[src/rtl/btl_pkg.sv]
`default_nettype none
package btl_pkg;

   // tree dimensions
   localparam int MAX_NODES = 1024;
   localparam int MAX_KIDS  = 16;

   // derived widths
   localparam int ADDR_W  = $clog2(MAX_NODES);
   localparam int NODE_W  = $clog2(MAX_NODES + 1);
   localparam int SUM_W   = NODE_W + 1;
   localparam int COUNT_W = $clog2(MAX_KIDS + 1);

   // fixed field widths of the ports
   localparam int IN_COUNT_W = 5;
   localparam int INDEX_W    = 10;
   localparam int STAGE_W    = 10;
   localparam int SIB_W      = 4;
   localparam int REAL_W     = 4;
   localparam int STATUS_W   = 2;

   // result status codes
   localparam logic [STATUS_W-1:0] ST_OK          = 2'd0;
   localparam logic [STATUS_W-1:0] ST_OVERFLOW    = 2'd1;
   localparam logic [STATUS_W-1:0] ST_NOT_CREATED = 2'd2;

   // controller -> datapath
   typedef struct packed {
      logic take;        // latch an accepted request
      logic emit_child;  // produce one child result
      logic emit_flag;   // produce the single error result
   } cmd_type;

   // datapath -> controller
   typedef struct packed {
      logic flag;        // request is flagged (overflow or not created)
      logic leaf;        // no children
      logic last_child;  // current child is the final one
      logic out_free;    // result register can take a new transaction
   } sts_type;

endpackage
`default_nettype wire

[src/rtl/btl_ctrl.sv]
`default_nettype none
module btl_ctrl import btl_pkg::*; (
   input  wire logic    clock,
   input  wire logic    reset,
   input  wire logic    req_valid,
   output logic         req_ready,
   input  wire sts_type sts,
   output cmd_type      cmd
);

   localparam logic S_IDLE = 1'b0;
   localparam logic S_WORK = 1'b1;

   logic state_ff;
   logic state_in;

   always_comb begin
      state_in       = state_ff;
      cmd            = '0;
      req_ready      = 1'b0;
      case (state_ff)
         S_IDLE: begin
            req_ready = 1'b1;
            if (req_valid) begin
               cmd.take = 1'b1;
               state_in = S_WORK;
            end
         end
         S_WORK: begin
            if (sts.flag) begin
               if (sts.out_free) begin
                  cmd.emit_flag = 1'b1;
                  state_in      = S_IDLE;
               end
            end else if (sts.leaf) begin
               state_in = S_IDLE;
            end else if (sts.out_free) begin
               cmd.emit_child = 1'b1;
               if (sts.last_child) begin
                  state_in = S_IDLE;
               end
            end
         end
         default: begin
            state_in = S_IDLE;
         end
      endcase
   end

   always_ff @(posedge clock) begin
      if (reset) begin
         state_ff <= S_IDLE;
      end else begin
         state_ff <= state_in;
      end
   end

endmodule
`default_nettype wire

[config.mk]
export PLATFORM = sky130hd
export DESIGN_NAME = btl_ctrl
export DESIGN_NICKNAME = d
export VERILOG_FILES = /design/src/rtl/btl_pkg.sv /design/src/rtl/btl_ctrl.sv
export SDC_FILE = /design/constraint.sdc
export NUM_CORES = 1
export LEC_CHECK = 0
export ABC_AREA = 1
export BUFFER_PORTS_ARGS = -buffer_cell sky130_fd_sc_hd__buf_2
export CAP_MARGIN = 40
export CORE_AREA = 3 3 40 42
export DETAILED_ROUTE_END_ITERATION = 10
export DIE_AREA = 0 0 43 45
export PLACE_DENSITY_LB_ADDON = 0.2
export SLEW_MARGIN = 0
export SYNTH_ARGS = -nofsm -noshare
export SYNTH_HDL_FRONTEND = slang
export SYNTH_SLANG_ARGS = --single-unit
[constraint.sdc]
create_clock -name clock -period 1.4 [get_ports clock]
set_input_delay 0.35 -clock clock [delete_from_list [all_inputs] [get_ports clock]]
set_output_delay 0.35 -clock clock [all_outputs]
set_load 0.05 [all_outputs]
==> impl_metrics.xml <==
<?xml version="1.0" encoding="UTF-8"?>
<metrics>
  <group name="outcome">
    <metric name="status" unit="">complete, no violations</metric>
  </group>
  <group name="detailed_routing">
    <metric name="avgRoutedWirePerCell" unit="um">7.676</metric>
    <metric name="detail_route.first_pass.iterations" unit="">1</metric>
    <metric name="wl" unit="um">284</metric>
    <metric name="dr.first_iter.drc_count" unit="">0</metric>
    <metric name="post_drt_via_cell_ratio" unit="">3.081</metric>
    <metric name="drc" unit="">0</metric>
    <metric name="drtAntennaViolNets" unit="">0</metric>
    <metric name="dr_total_vias" unit="">114</metric>
  </group>
  <group name="sta">
    <metric name="worst_slew_margin_rel" unit="%">83.29</metric>
    <metric name="timing.final.setup_violations" unit="">0</metric>
    <metric name="skew" unit="ns">0</metric>
    <metric name="number_of_max_slew_violations_in_the_final_report" unit="">0</metric>
    <metric name="finalSetupTns" unit="ns">0</metric>
    <metric name="layout_setup_ws" unit="ns">0.07530</metric>
    <metric name="post-route-min-period" unit="ns">1.325</metric>
    <metric name="hold_viol" unit="">0</metric>
    <metric name="period_utilization_post_route" unit="%">94.62</metric>
    <metric name="fmax" unit="MHz">754.9</metric>
    <metric name="worst_pin_slew" unit="ns">0.2524</metric>
    <metric name="rsz0062_at_grt" unit="">no</metric>
  </group>
  <group name="yosys">
    <metric name="synth_compound_area_share" unit="%">29.51</metric>
    <metric name="synth_fa_ha_area_share" unit="%">0</metric>
    <metric name="synthTopCellsByCount" unit="">2 x sky130_fd_sc_hd__a21oi_2, 2 x sky130_fd_sc_hd__inv_1, 2 x sky130_fd_sc_hd__inv_2, 2 x sky130_fd_sc_hd__nand2_1</metric>
    <metric name="synth.yosys.warnings" unit="">0</metric>
    <metric name="synth_edf_count" unit="">0</metric>
    <metric name="netlist_instances" unit="">12</metric>
    <metric name="post_synth_simple_gate_area" unit="%">24.59</metric>
    <metric name="synth_area_per_cell" unit="um^2">6.360</metric>
    <metric name="synth_top_area_cell" unit="">sky130_fd_sc_hd__dfxtp_1</metric>
    <metric name="synth_top_cells_by_area" unit="">sky130_fd_sc_hd__dfxtp_1 26%, sky130_fd_sc_hd__a21oi_2 23%, sky130_fd_sc_hd__inv_1 9.8%</metric>
    <metric name="combinational_family_with_the_most_area_after_synthesis" unit="">compound AO/OA/AOI/OAI gates</metric>
    <metric name="post_synth_xor_area_fraction" unit="%">0</metric>
    <metric name="synth.distinct_cells" unit="">8</metric>
    <metric name="number_of_nets_in_the_synthesized_netlist" unit="">19</metric>
    <metric name="synth.ff_latch_count" unit="">1</metric>
    <metric name="postSynth.topFlopCell" unit="">sky130_fd_sc_hd__dfxtp_1</metric>
    <metric name="synth-async-reset-ratio" unit="%">0</metric>
    <metric name="sequential_element_share_of_the_synthesized_area" unit="%">26.23</metric>
    <metric name="netlist_area" unit="um^2">76.32</metric>
    <metric name="yosys.area.top_type_share" unit="%">26.23</metric>
    <metric name="post_synth_mux_area_share" unit="%">0</metric>
  </group>
  <group name="finish">
    <metric name="syn2layout_area_growth" unit="%">132.8</metric>
    <metric name="largest_reg_flops" unit="">1</metric>
    <metric name="final_layout_size_suffix_gt1_share" unit="%">72.73</metric>
    <metric name="num-nets-final" unit="">31</metric>
    <metric name="registers.top_by_ff_count" unit="">state_ff</metric>
    <metric name="antennaDiodeCount" unit="">0</metric>
    <metric name="reg_top3" unit="">state_ff x1</metric>
  </group>
  <group name="floorplanning">
    <metric name="die_w" unit="um">43</metric>
    <metric name="floorplan_die_area" unit="um^2">1935</metric>
    <metric name="rows" unit="">13</metric>
    <metric name="die-height" unit="um">45</metric>
    <metric name="boundaryPins" unit="">11</metric>
    <metric name="core" unit="um^2">1285</metric>
    <metric name="starting_density" unit="%">5.940</metric>
  </group>
  <group name="placed_design">
    <metric name="dpl_worst_slack" unit="ns">0.01478</metric>
    <metric name="io_buffers" unit="">10</metric>
    <metric name="gp_routability_congestion" unit="">0.6369</metric>
  </group>
  <group name="power">
    <metric name="cellPowerDensity" unit="nW/um^2">512.9</metric>
    <metric name="static_leakage_power" unit="nW">0.08511</metric>
    <metric name="net-switching-power" unit="uW">43.13</metric>
    <metric name="cellInternalPower" unit="uW">48.01</metric>
    <metric name="power_frac_seq" unit="%">35.2</metric>
    <metric name="combinationalPowerShare" unit="%">64.8</metric>
    <metric name="switching_share" unit="%">47.32</metric>
    <metric name="share_clk_of_total_power" unit="%">0</metric>
    <metric name="ir_drop" unit="uV">204.0</metric>
  </group>
  <group name="clocking">
    <metric name="clock_latency" unit="ns">0</metric>
    <metric name="holdBufCountCts" unit="">0</metric>
    <metric name="clk_pin_slew_worst_paths" unit="ns">0</metric>
  </group>
  <group name="setup_path">
    <metric name="cp_data_required_time" unit="ns">1.05</metric>
    <metric name="crit_end_element" unit="">output port</metric>
    <metric name="critical_path.max_fanout" unit="">3</metric>
    <metric name="timing.rr.start" unit="">state_ff</metric>
    <metric name="worst_setup_path_startpoint" unit="">sts[3]</metric>
    <metric name="nature_of_the_critical_path_startpoint" unit="">input port</metric>
    <metric name="critical_path_class" unit="">input port to output port</metric>
    <metric name="worst_r2r_path_depth" unit="">4</metric>
    <metric name="worst-endpoint-arrival" unit="ns">0.97</metric>
  </group>
  <group name="global_route">
    <metric name="antenna_found_initial" unit="">0</metric>
    <metric name="globalRoute.totalOverflow" unit="">0</metric>
    <metric name="gr-usage-all-layers" unit="%">3.239</metric>
    <metric name="pin_count_of_the_biggest_net_entering_global_routing" unit="">6</metric>
    <metric name="number_of_global_route_vias_before_repair" unit="">115</metric>
    <metric name="grt_first_pass_wirelength" unit="um">517</metric>
  </group>
  <group name="job">
    <metric name="cap_violations" unit="">0</metric>
  </group>
  <group name="hold_path">
    <metric name="whs_path_depth" unit="">2</metric>
    <metric name="min-delay-path-class" unit="">input port to flop</metric>
    <metric name="hp-start" unit="">reset</metric>
  </group>
</metrics>
final timing paths:
path,to,slack [ns]
setup reg to reg,state_ff,0.69
hold reg to reg,state_ff,0.58
setup / recovery,cmd[0],0.08
hold / removal,state_ff,0.52
cells by family (layout without fill, tap and decap cells):
logic type             count (synthesis)  after routing
buffers and inverters                  4             14
AOI/OAI and AO/OA                      3              3
DFF                                    1              1
and+or+nand+nor                        4              4
critical path, cell delays in order:
cell                     delay [ns]
sky130_fd_sc_hd__buf_2         0.13
sky130_fd_sc_hd__inv_2         0.06
sky130_fd_sc_hd__nor3_4        0.16
sky130_fd_sc_hd__buf_2         0.28
metal layers:
layer | GRT usage [%] | wire length (um)
met5 | 0 | 0
met2 | 4.491 | 85
met4 | 0 | 0
met3 | 1.992 | 64
met1 | 4.545 | 133
timing repair:
item / CTS / global route
resized for setup: 0 / 3
setup endpoints to repair: 0 / 1
setup buffers: 0 / 0
power by group through the flow:
stage / Sequential, mW / Clock (mW) / Combinational, mW
2_1_floorplan: 0.0321 / 0 / 0.0395
3_3_place_gp: 0.0321 / 0 / 0.0585
3_5_place_dp: 0.0321 / 0 / 0.0595
4_1_cts: 0.0321 / 0 / 0.0596
5_1_grt: 0.0323 / 0 / 0.0638
6_report: 0.0321 / 0 / 0.0590
cells in the final DEF, fill, tap and decap left out:
master and count:
sky130_fd_sc_hd__buf_2 9, sky130_fd_sc_hd__inv_2 2, sky130_fd_sc_hd__nand2_1 2, sky130_fd_sc_hd__inv_1 2, sky130_fd_sc_hd__a21oi_2 2, sky130_fd_sc_hd__nor4_4 1, sky130_fd_sc_hd__o21ai_0 1, sky130_fd_sc_hd__nor3_4 1
sky130_fd_sc_hd__buf_6 1, sky130_fd_sc_hd__dfxtp_1 1
cell type report:
type                       count  area (um^2)
tap                           15        18.77
inverter                       4        15.01
fill                         154         1107
timing repair buffer          10        56.30
sequential                     1        20.02
multi-input combinational      7        67.56
metrics by stage:
stage | area [um^2] | util, % | power (mW) | std cells | hold slack, ns
after floorplan | 102.6 | - | 0.07154 | 12 | 0.4124
after global placement | 171.4 | 13.34 | 0.09057 | 37 | 0.5198
after detailed placement | 171.4 | 13.34 | 0.09162 | 37 | 0.5354
after CTS | 171.4 | 13.34 | 0.09163 | 37 | 0.5359
after global routing | 177.7 | 13.83 | 0.09608 | 37 | 0.5358
final | 177.7 | 13.83 | 0.09114 | 37 | 0.5248
Note: power is estimated with default switching activity, not from simulation.
